`src/rtl/i2c_master_register_access_macros.svh`:
```
// Assertion macros for the I2C master register access block.
`ifndef I2C_MASTER_REGISTER_ACCESS_MACROS_SVH
`define I2C_MASTER_REGISTER_ACCESS_MACROS_SVH

// Same-cycle implication, disabled during reset.
`define I2CMRA_ASSERT_NOW(label, clk, rst, ante, cons, msg) \
  label: assert property (@(posedge clk) disable iff (rst) (ante) |-> (cons)) else $error(msg);

// Next-cycle implication, disabled during reset.
`define I2CMRA_ASSERT_NEXT(label, clk, rst, ante, cons, msg) \
  label: assert property (@(posedge clk) disable iff (rst) (ante) |=> (cons)) else $error(msg);

`endif

```
`src/rtl/i2cmra_pkg.sv`:
```
// Types, codes and helpers for the I2C master register access block.
package i2cmra_pkg;

  localparam logic [1:0] OP_TICK  = 2'd0;
  localparam logic [1:0] OP_WRITE = 2'd1;
  localparam logic [1:0] OP_READ  = 2'd2;
  localparam logic [1:0] OP_WORD  = 2'd3;

  localparam logic [7:0] DEVICE_ADDRESS_RESET = 8'd208;

  localparam logic [5:0] START_STOP_LAST = 6'd2;
  localparam logic [5:0] BYTE_LAST       = 6'd17;

  typedef enum logic [1:0] {
    SEG_START,
    SEG_WBYTE,
    SEG_RBYTE,
    SEG_STOP
  } seg_kind_t;

  // Segment kind for a given transaction type and segment index.
  function automatic seg_kind_t seg_kind(input logic [1:0] lop, input logic [2:0] step);
    seg_kind_t kind;
    kind = SEG_STOP;
    if (lop == OP_WRITE) begin
      case (step)
        3'd0: kind = SEG_START;
        3'd1, 3'd2, 3'd3: kind = SEG_WBYTE;
        default: kind = SEG_STOP;
      endcase
    end else begin
      case (step)
        3'd0, 3'd3: kind = SEG_START;
        3'd1, 3'd2, 3'd4: kind = SEG_WBYTE;
        3'd5: kind = SEG_RBYTE;
        default: kind = SEG_STOP;
      endcase
    end
    return kind;
  endfunction

endpackage

```
`src/rtl/i2c_master_register_access.sv`:
```
// I2C master register access: one half-bit tick per request, result registered.
// The result of an accepted request appears on the output register in the next cycle.
// Throughput: one request per cycle while the output is not stalled; the whole tick is one pass of logic.
// A request is taken while a result waits, as long as that result is taken too.
// Reset (rst, synchronous): idle bus, output empty, device_address back to 208.
`include "i2c_master_register_access_macros.svh"

module i2c_master_register_access (
  input  logic        clk,
  input  logic        rst,
  input  logic        cfg_write_en,
  input  logic [7:0]  cfg_write_data,
  input  logic        in_valid,
  output logic        in_stall,
  input  logic [1:0]  op,
  input  logic [7:0]  reg_addr,
  input  logic [7:0]  write_data,
  input  logic        sda_in,
  output logic        out_valid,
  input  logic        out_stall,
  output logic        scl,
  output logic        sda_pull_low,
  output logic        busy_res,
  output logic        done_res,
  output logic [15:0] read_data,
  output logic        ack_error
);

  logic [7:0]  device_address;
  logic [5:0]  phase;
  logic [3:0]  bit_count;
  logic [7:0]  shift_byte;
  logic [2:0]  byte_step;
  logic [15:0] word_result;
  logic        missed_ack;
  logic [1:0]  latched_op;
  logic [7:0]  latched_reg;
  logic [7:0]  latched_data;

  logic [5:0]  phase_next;
  logic [3:0]  bit_count_next;
  logic [7:0]  shift_byte_next;
  logic [2:0]  byte_step_next;
  logic [15:0] word_result_next;
  logic        missed_ack_next;
  logic [1:0]  latched_op_next;
  logic [7:0]  latched_reg_next;
  logic [7:0]  latched_data_next;

  logic        scl_next;
  logic        pull_next;
  logic        busy_next;
  logic        done_next;

  logic        in_accept;
  logic        start;
  i2cmra_pkg::seg_kind_t kind;
  logic [5:0]  t;
  logic [5:0]  last;
  logic [7:0]  wbyte;

  assign in_stall  = out_valid && out_stall;
  assign in_accept = in_valid && !in_stall;

  always_comb begin
    start             = (phase == 6'd0) && (op != i2cmra_pkg::OP_TICK);
    latched_op_next   = start ? op : latched_op;
    latched_reg_next  = start ? reg_addr : latched_reg;
    latched_data_next = start ? write_data : latched_data;
    missed_ack_next   = start ? 1'b0 : missed_ack;
    word_result_next  = (start && (op == i2cmra_pkg::OP_READ || op == i2cmra_pkg::OP_WORD))
                        ? 16'd0 : word_result;
    byte_step_next    = start ? 3'd0 : byte_step;
    bit_count_next    = start ? 4'd0 : bit_count;
    phase_next        = start ? 6'd1 : phase;
    shift_byte_next   = shift_byte;

    scl_next  = 1'b1;
    pull_next = 1'b0;
    busy_next = 1'b0;
    done_next = 1'b0;

    kind = i2cmra_pkg::seg_kind(latched_op_next, byte_step_next);
    t    = phase_next - 6'd1;
    last = i2cmra_pkg::START_STOP_LAST;

    if (byte_step_next == 3'd1) begin
      wbyte = device_address;
    end else if (byte_step_next == 3'd2) begin
      wbyte = latched_reg_next;
    end else if (latched_op_next == i2cmra_pkg::OP_WRITE) begin
      wbyte = latched_data_next;
    end else begin
      wbyte = device_address + 8'd1;
    end

    if (phase_next != 6'd0) begin
      busy_next = 1'b1;
      if (kind == i2cmra_pkg::SEG_START || kind == i2cmra_pkg::SEG_STOP) begin
        scl_next = (t != 6'd0);
        if (kind == i2cmra_pkg::SEG_START) begin
          pull_next = (t == 6'd2);
        end else begin
          pull_next = (t != 6'd2);
        end
      end else begin
        last = i2cmra_pkg::BYTE_LAST;
        if (t == 6'd0) begin
          shift_byte_next = (kind == i2cmra_pkg::SEG_WBYTE) ? wbyte : 8'd0;
        end
        bit_count_next = t[4:1];
        scl_next       = t[0];
        if (bit_count_next < 4'd8) begin
          if (kind == i2cmra_pkg::SEG_WBYTE) begin
            pull_next = !shift_byte_next[7];
            if (t[0]) begin
              shift_byte_next = {shift_byte_next[6:0], 1'b0};
            end
          end else if (t[0]) begin
            shift_byte_next = {shift_byte_next[6:0], sda_in};
          end
        end else if (kind == i2cmra_pkg::SEG_WBYTE && t[0] && sda_in) begin
          missed_ack_next = 1'b1;
        end
      end

      if (t >= last) begin
        phase_next     = 6'd1;
        bit_count_next = 4'd0;
        if (kind == i2cmra_pkg::SEG_RBYTE) begin
          word_result_next = {word_result_next[7:0], shift_byte_next};
        end
        if (kind == i2cmra_pkg::SEG_STOP) begin
          byte_step_next = 3'd0;
          if (latched_op_next == i2cmra_pkg::OP_WORD) begin
            latched_op_next  = i2cmra_pkg::OP_READ;
            latched_reg_next = latched_reg_next + 8'd1;
          end else begin
            phase_next = 6'd0;
            done_next  = 1'b1;
          end
        end else begin
          byte_step_next = byte_step_next + 3'd1;
        end
      end else begin
        phase_next = phase_next + 6'd1;
      end
    end
  end

  always_ff @(posedge clk) begin
    if (rst) begin
      device_address <= i2cmra_pkg::DEVICE_ADDRESS_RESET;
    end else if (cfg_write_en) begin
      device_address <= cfg_write_data;
    end
  end

  always_ff @(posedge clk) begin
    if (rst) begin
      phase        <= 6'd0;
      bit_count    <= 4'd0;
      shift_byte   <= 8'd0;
      byte_step    <= 3'd0;
      word_result  <= 16'd0;
      missed_ack   <= 1'b0;
      latched_op   <= i2cmra_pkg::OP_TICK;
      latched_reg  <= 8'd0;
      latched_data <= 8'd0;
    end else if (in_accept) begin
      phase        <= phase_next;
      bit_count    <= bit_count_next;
      shift_byte   <= shift_byte_next;
      byte_step    <= byte_step_next;
      word_result  <= word_result_next;
      missed_ack   <= missed_ack_next;
      latched_op   <= latched_op_next;
      latched_reg  <= latched_reg_next;
      latched_data <= latched_data_next;
    end
  end

  always_ff @(posedge clk) begin
    if (rst) begin
      out_valid <= 1'b0;
    end else if (in_accept) begin
      out_valid <= 1'b1;
    end else if (!out_stall) begin
      out_valid <= 1'b0;
    end
  end

  always_ff @(posedge clk) begin
    if (in_accept) begin
      scl          <= scl_next;
      sda_pull_low <= pull_next;
      busy_res     <= busy_next;
      done_res     <= done_next;
      read_data    <= word_result_next;
      ack_error    <= missed_ack_next;
    end
  end

  `I2CMRA_ASSERT_NOW(a_idle_step_zero, clk, rst, phase == 6'd0, byte_step == 3'd0, "segment index not cleared while idle")
  `I2CMRA_ASSERT_NOW(a_busy_has_op, clk, rst, phase != 6'd0, latched_op != i2cmra_pkg::OP_TICK, "transaction running without an op")
  `I2CMRA_ASSERT_NEXT(a_tick_stays_idle, clk, rst, in_accept && phase == 6'd0 && op == i2cmra_pkg::OP_TICK, phase == 6'd0, "plain tick left idle")
  `I2CMRA_ASSERT_NOW(a_done_is_busy, clk, rst, out_valid && done_res, busy_res, "done without busy")

endmodule

```
`config.mk`:
```
export PLATFORM = sky130hd
export DESIGN_NAME = i2c_master_register_access
export DESIGN_NICKNAME = d
export VERILOG_FILES = /design/src/rtl/i2cmra_pkg.sv /design/src/rtl/i2c_master_register_access.sv
export VERILOG_INCLUDE_DIRS = /design/src /design/src/rtl
export SDC_FILE = /design/constraint.sdc
export NUM_CORES = 1
export LEC_CHECK = 0
export BUFFER_PORTS_ARGS = -buffer_cell sky130_fd_sc_hd__buf_4
export CORE_MARGIN = 10
export CORE_UTILIZATION = 45
export CTS_BUF_LIST = sky130_fd_sc_hd__clkbuf_16
export DETAILED_ROUTE_END_ITERATION = 10
export REMOVE_ABC_BUFFERS = 1
export SLEW_MARGIN = 5
export SYNTH_ARGS = -nofsm -noshare
export SYNTH_HDL_FRONTEND = slang
export SYNTH_SLANG_ARGS = --single-unit
```
`constraint.sdc`:
```
create_clock -name clk -period 8.2 [get_ports clk]
set_clock_uncertainty 0.05 [all_clocks]
set_input_delay 1.64 -clock clk [delete_from_list [all_inputs] [get_ports clk]]
set_output_delay 1.64 -clock clk [all_outputs]
set_load 0.05 [all_outputs]
```
After elaboration in Yosys (flattened, before gate mapping)
Cells that the tools add are included.
- bits in registers: 82
- word-level logic and storage cells: 115
- $add $sub $neg: 5
- order comparisons: 2
- equality and inequality tests: 15
- mux-type cells: 55
- reductions and logical operators: 22
- operator list (kind ; count):
    two-way mux 8 bit ; 18
    two-way mux 16 bit ; 4
    two-way mux 6 bit ; 4
    adder 8 x 1 -> 8 bit, second input constant ; 2
    two-way mux 1 bit ; 16
    logical NOT 6 bit ; 2
    two-way mux 2 bit ; 6
    two-way mux 3 bit ; 4
    nonzero test 6 bit ; 2
    equality test 2 bit, second input constant ; 5
    adder 6 x 1 -> 6 bit, second input constant ; 1
    equality test 3 x 2 -> 1 bit, second input constant ; 2
    equality test 3 bit, second input constant ; 2
    equality test 6 x 2 -> 1 bit, second input constant ; 1
    greater-or-equal comparator 6 bit ; 1
    logical AND 1 bit ; 6
    != test 6 x 2 -> 1 bit, second input constant ; 1
    case mux 2 bit (3 select lines) ; 1
    OR reduction 3 bit ; 2
    subtractor 6 x 1 -> 6 bit, second input constant ; 1
    two-way mux 5 bit ; 1
    equality test 2 x 1 -> 1 bit, second input constant ; 2
    less-than comparator 4 bit, second input constant ; 1
    case mux 2 bit (2 select lines) ; 1
    11 further kinds ; 13

Depth between registers and ports, before layout
- depth in word-level cells: 19
- gate-level depth with buffers: 28

Worst setup path before layout
Ideal clock, no wire load.
- kind: input -> register
- from: in op[0]
- to: reg latched_reg[6]
- library setup time: 133 ps
- arrival: 6160 ps
- setup slack: 1857 ps
- cell stages on the path: 25
- path through: or2_2 nand3_1 clkbuf_1 clkbuf_1 nand2_1 ha_1 clkbuf_1 or2_2 a211oi_1 nor2_1 nor2_1 a21o_1 ha_1 clkbuf_1 inv_1 ha_1 nand2b_1 a21oi_1 a31oi_1 o21a_1 buf_2 nand3_1 nor4b_1 a2bb2oi_1 a31oi_1
- cells in the longest elaborated chain, start to end: 14
- elaborated cells on any way between the ends: 33
- those cells by class: add/sub (2); order compare (1); eq/ne (8); mux (13); reduce/logical (9)
- RTL lines (item ; line ; text):
    start, declared ; i2c_master_register_access.sv:15 ; input logic [1:0] op,
    nonzero test 2 bit ; i2c_master_register_access.sv:66 ; start = (phase == 6'd0) && (op != i2cmra_pkg::OP_TICK);
    logical AND 1 bit ; i2c_master_register_access.sv:66 ;
    two-way mux 3 bit ; i2c_master_register_access.sv:73 ; byte_step_next = start ? 3'd0 : byte_step;
    equality test 3 x 1 -> 1 bit, or another cell as far along ; i2cmra_pkg.sv:26, i2cmra_pkg.sv:32 ;
    OR reduction 3 bit, or another cell as far along ; i2cmra_pkg.sv:32 ; case (step)
    case mux 2 bit (3 select lines) / case mux 2 bit (2 select lines) (equally long branches) ; i2cmra_pkg.sv:32, i2cmra_pkg.sv:26 ;
    two-way mux 2 bit ; i2cmra_pkg.sv:25 ; if (lop == OP_WRITE) begin
    equality test 2 bit / logical NOT 2 bit (equally long branches) ; i2c_master_register_access.sv:99, i2c_master_register_access.sv:133 ;
    logical OR 1 bit ; i2c_master_register_access.sv:99 ; if (kind == i2cmra_pkg::SEG_START || kind == i2cmra_pkg::SEG_STOP) begin
    two-way mux 5 bit ; i2c_master_register_access.sv:99 ;
    two-way mux 6 bit ; i2c_master_register_access.sv:97 ; if (phase_next != 6'd0) begin
    greater-or-equal comparator 6 bit ; i2c_master_register_access.sv:127 ; if (t >= last) begin
    two-way mux 8 bit ; i2c_master_register_access.sv:127 ;
    two-way mux 8 bit (*) ; i2c_master_register_access.sv:97 ;
    end signal, assigned ; i2c_master_register_access.sv:178 ; latched_reg <= latched_reg_next;
    end, declared ; i2c_master_register_access.sv:37 ; logic [7:0] latched_reg;
Mark *: on every way between the ends. The rest lies on a longest branch, timed or not. The select of a mux whose other input is x is not followed.
A chain may end at the register's enable or synchronous reset.

Worst setup path after layout
- from: in op[0]
- to: reg word_result[13]
- cells in the longest elaborated chain, start to end: 14
- elaborated cells on any way between the ends: 35
- those cells by class: add/sub (1); order compare (1); eq/ne (10); mux (12); reduce/logical (11)
- RTL lines (item ; line ; text):
    nonzero test 2 bit ; i2c_master_register_access.sv:66 ;
    logical AND 1 bit ; i2c_master_register_access.sv:66 ;
    two-way mux 3 bit ; i2c_master_register_access.sv:73 ;
    equality test 3 x 1 -> 1 bit, or another cell as far along ; i2cmra_pkg.sv:26, i2cmra_pkg.sv:32 ;
    OR reduction 3 bit, or another cell as far along ; i2cmra_pkg.sv:32 ;
    case mux 2 bit (3 select lines) / case mux 2 bit (2 select lines) (equally long branches) ; i2cmra_pkg.sv:32, i2cmra_pkg.sv:26 ;
    two-way mux 2 bit ; i2cmra_pkg.sv:25 ;
    equality test 2 bit / logical NOT 2 bit (equally long branches) ; i2c_master_register_access.sv:99 ;
    logical OR 1 bit ; i2c_master_register_access.sv:99 ;
    two-way mux 5 bit ; i2c_master_register_access.sv:99 ;
    two-way mux 6 bit ; i2c_master_register_access.sv:97 ;
    greater-or-equal comparator 6 bit ; i2c_master_register_access.sv:127 ;
    two-way mux 16 bit ; i2c_master_register_access.sv:127 ;
    two-way mux 16 bit (*) ; i2c_master_register_access.sv:97 ;
    end signal, assigned ; i2c_master_register_access.sv:175 ; word_result <= word_result_next;
    end, declared ; i2c_master_register_access.sv:34 ; logic [15:0] word_result;
Marks and branches as above.

==> results.py <==
metrics = {
    "clock_tree": {
        "htreeDepth": 3,
        "cts_made_buffers": 9,
        "root_buffer": "clkbuf_16",
        "clock_path_buffers": 2,
        "postCtsSetupBuffers": 0,
        "cts_resized": 0,
        "clk_pin_slew_ns": 0.07,
        "hold_buffers": 0,
        "clk_latency_ns": 0.34,
        "cts_tree": "done",
        "clock-sinks": 82,
    },
    "drt": {
        "wl_um": 15400,
        "ant_nets": 0,
        "drtPass1Iterations": 5,
        "post_drt_wl_per_cell_um": 19.0,
        "post-route-drc-count": 0,
        "drt_iter0_drc": 580,
        "vias_per_cell": 6.22,
        "via_count": 5015,
    },
    "power_and_ir_drop": {
        "p_leak_nw": 2.19,
        "vdd_drop_max_mv": 0.202,
        "p_clk_frac": 0.188,
        "power.share.sequential": 0.256,
        "power.net_switching_mw": 1.02,
        "cell_internal_pwr_mw": 1.07,
        "p_comb_frac": 0.555,
        "power.share.switching": 0.488,
        "power.density_mw_per_mm2": 356,
    },
    "global_routing": {
        "grt_max_degree": 66,
        "grtUsageTotal": 0.184,
        "grt_use_met2": 0.300,
        "grt_use_met3": 0.0437,
        "grt_pass1_wl_um": 24800,
        "grtUsageMet1": 0.238,
        "antenna_found_initial": 0,
        "globalRouteOverflowTotal": 0,
        "grt.busiest_layer": "met2",
        "grt_pass1_vias": 4741,
    },
    "synthesis": {
        "async_reset_ff_frac": 0,
        "syn-instance-count": 636,
        "synth-edff-count": 21,
        "ys_ff_latch": 82,
        "netlist.area_leader.share": 0.239,
        "yosysTopAreaCell": "dfxtp_1",
        "yosys_warnings": 0,
        "yosysUniqueCellTypes": 70,
        "yosys-top-cells-area": "dfxtp_1 24%, edfxtp_1 12%, nand2_1 5.1%",
        "yosysSeqAreaShare": 0.362,
        "yosysMostFrequentCell": "nand2_1",
        "synthesis.area_mm2": 0.00511,
        "synth_area_per_cell_um2": 8.04,
        "synthTopCellsByCount": "70 x nand2_1, 69 x nor2_1, 61 x dfxtp_1, 51 x a21oi_1, 39 x clkbuf_1",
        "synth-main-ff-cell": "dfxtp_1",
    },
    "placed_design": {
        "place_congestion": 0.887,
        "dpl.hpwl_um": 11200,
        "port_buffers": 54,
    },
    "final_layout": {
        "drive_gt1_frac": 0.144,
        "syn_to_final_growth_pct": 14.2,
        "antennaDiodeCount": 0,
        "top_regs": "read_data: 16 flops, word_result: 16 flops",
        "nNetsFinal": 709,
        "fin_util": 0.532,
    },
    "critical_path": {
        "cp_data_arrival_time_ns": 7.16,
        "crit_fanout": 27,
        "crit_type": "in -> reg",
        "startpoint_type": "input port",
        "cp-end-kind": "flop",
        "worstPathRequired_ns": 8.43,
    },
    "timing": {
        "timing.hold.ws_ns": 0.411,
        "hold_violations": 0,
        "tightest_slew_ns": 0.985,
        "timing.final.max_slew_violations": 0,
        "setup_tns_ns": 0,
        "finalCriticalPeriod_ns": 6.93,
        "relSlewSlack": 0.341,
        "setup_viol_count_final": 0,
        "rsz0062_at_grt": "no",
        "fmax_mhz": 144,
        "fin_crit_sh": 0.845,
    },
    "floorplan": {
        "start_util": 0.466,
        "die_h_um": 127,
        "die_width_um": 127,
        "pin_count": 55,
        "dieArea_mm2": 0.0160,
        "rows": 38,
        "core-area_mm2": 0.0110,
    },
    "outcome": {
        "status": "completed",
    },
    "job": {
        "cap_violations": 0,
    },
    "hold_path": {
        "hold_class": "reg -> reg",
    },
}
[metrics by stage]
step / instance area [µm²] / worst slack, ns / std cells / total power, mW
floorplan: 4910 / 1.48 / 587 / 1.32
global placement: 5560 / 1.33 / 790 / 1.66
detailed placement: 5560 / 1.00 / 790 / 1.68
CTS: 5840 / 1.33 / 806 / 2.07
global route: 5840 / 0.762 / 806 / 2.23
finish: 5840 / 1.27 / 806 / 2.08
[power groups by stage]
stage	clock, mW	combinational [mW]	sequential (mW)
5_1_grt	0.416	1.27	0.541
3_5_place_dp	0	1.14	0.541
3_3_place_gp	0	1.12	0.540
4_1_cts	0.399	1.14	0.532
6_report	0.392	1.16	0.534
2_1_floorplan	0	0.740	0.585
[cell usage in the layout (no fill, tap or decap), drive strengths merged, types with 6 or more instances in the layout]
cell	Yosys	final
or2	8	8
mux2i	11	11
a21o	6	6
o211ai	12	12
a22oi	10	10
nor2	69	69
and3	8	8
nor2b	7	7
nand4	7	7
a21oi	51	51
nand2	70	70
buf	10	63
nor4	6	6
or4	7	7
or3	8	8
clkbuf	39	9
o31ai	8	8
dfxtp	61	61
a31oi	11	11
edfxtp	21	21
nor3	16	16
a211oi	12	12
ha	16	16
nand3	26	26
inv	17	20
a2bb2oi	8	8
o21ai	29	29
[cell families after synthesis]
group,share of synthesized area
DFF,0.362
adders and majority gates,0.0391
muxes,0.0237
AOI/OAI and AO/OA,0.270
xor gates and xnor gates,0.00685
buffers and inverters,0.0538
and+or+nand+nor,0.245
[worst max-delay path: stages]
cell and delay [ns]:
buf_4 0.14, or2_2 0.42, nand3_1 0.29, nand2_1 0.15, inv_1 0.10, ha_1 0.40
or2_2 0.25, a211oi_1 0.06, nor2_1 0.11, nor2_1 0.04, a21o_1 0.20, ha_1 0.78
inv_1 0.24, ha_1 0.34, nand2b_1 0.09, a21oi_1 0.07, a31oi_1 0.23, o21a_1 0.28
buf_4 0.22, nand2_1 0.24, nor3_2 0.54, a22oi_1 0.18, nor2_1 0.11
[routing by layer]
metal  vias up  wire length [µm]
met5         -                 0
met4         0               297
met3        29              1030
met2       206              7170
met1      2352              6850
li1       2428                 -
[cell type report]
cell class | count | area [µm²]
Clock buffer | 9 | 225
Clock inverter | 7 | 61.3
Fill cell | 1048 | 5140
Inverter | 18 | 67.6
Multi-Input combinational cell | 487 | 2990
Sequential cell | 82 | 1850
Tap cell | 140 | 175
Timing Repair Buffer | 63 | 473
[path summary, 6_finish.rpt]
path / end / slack, ns / startpoint / cells past startpoint
max: word_result[13] / 1.27 / op[0] / 23
min: latched_data[7] / 0.41 / latched_data[7] / 2
max reg2reg: word_result[13] / 2.08 / phase[0] / 23
min reg2reg: latched_data[7] / 0.41 / latched_data[7] / 2
(Power assumes the default switching activity.)
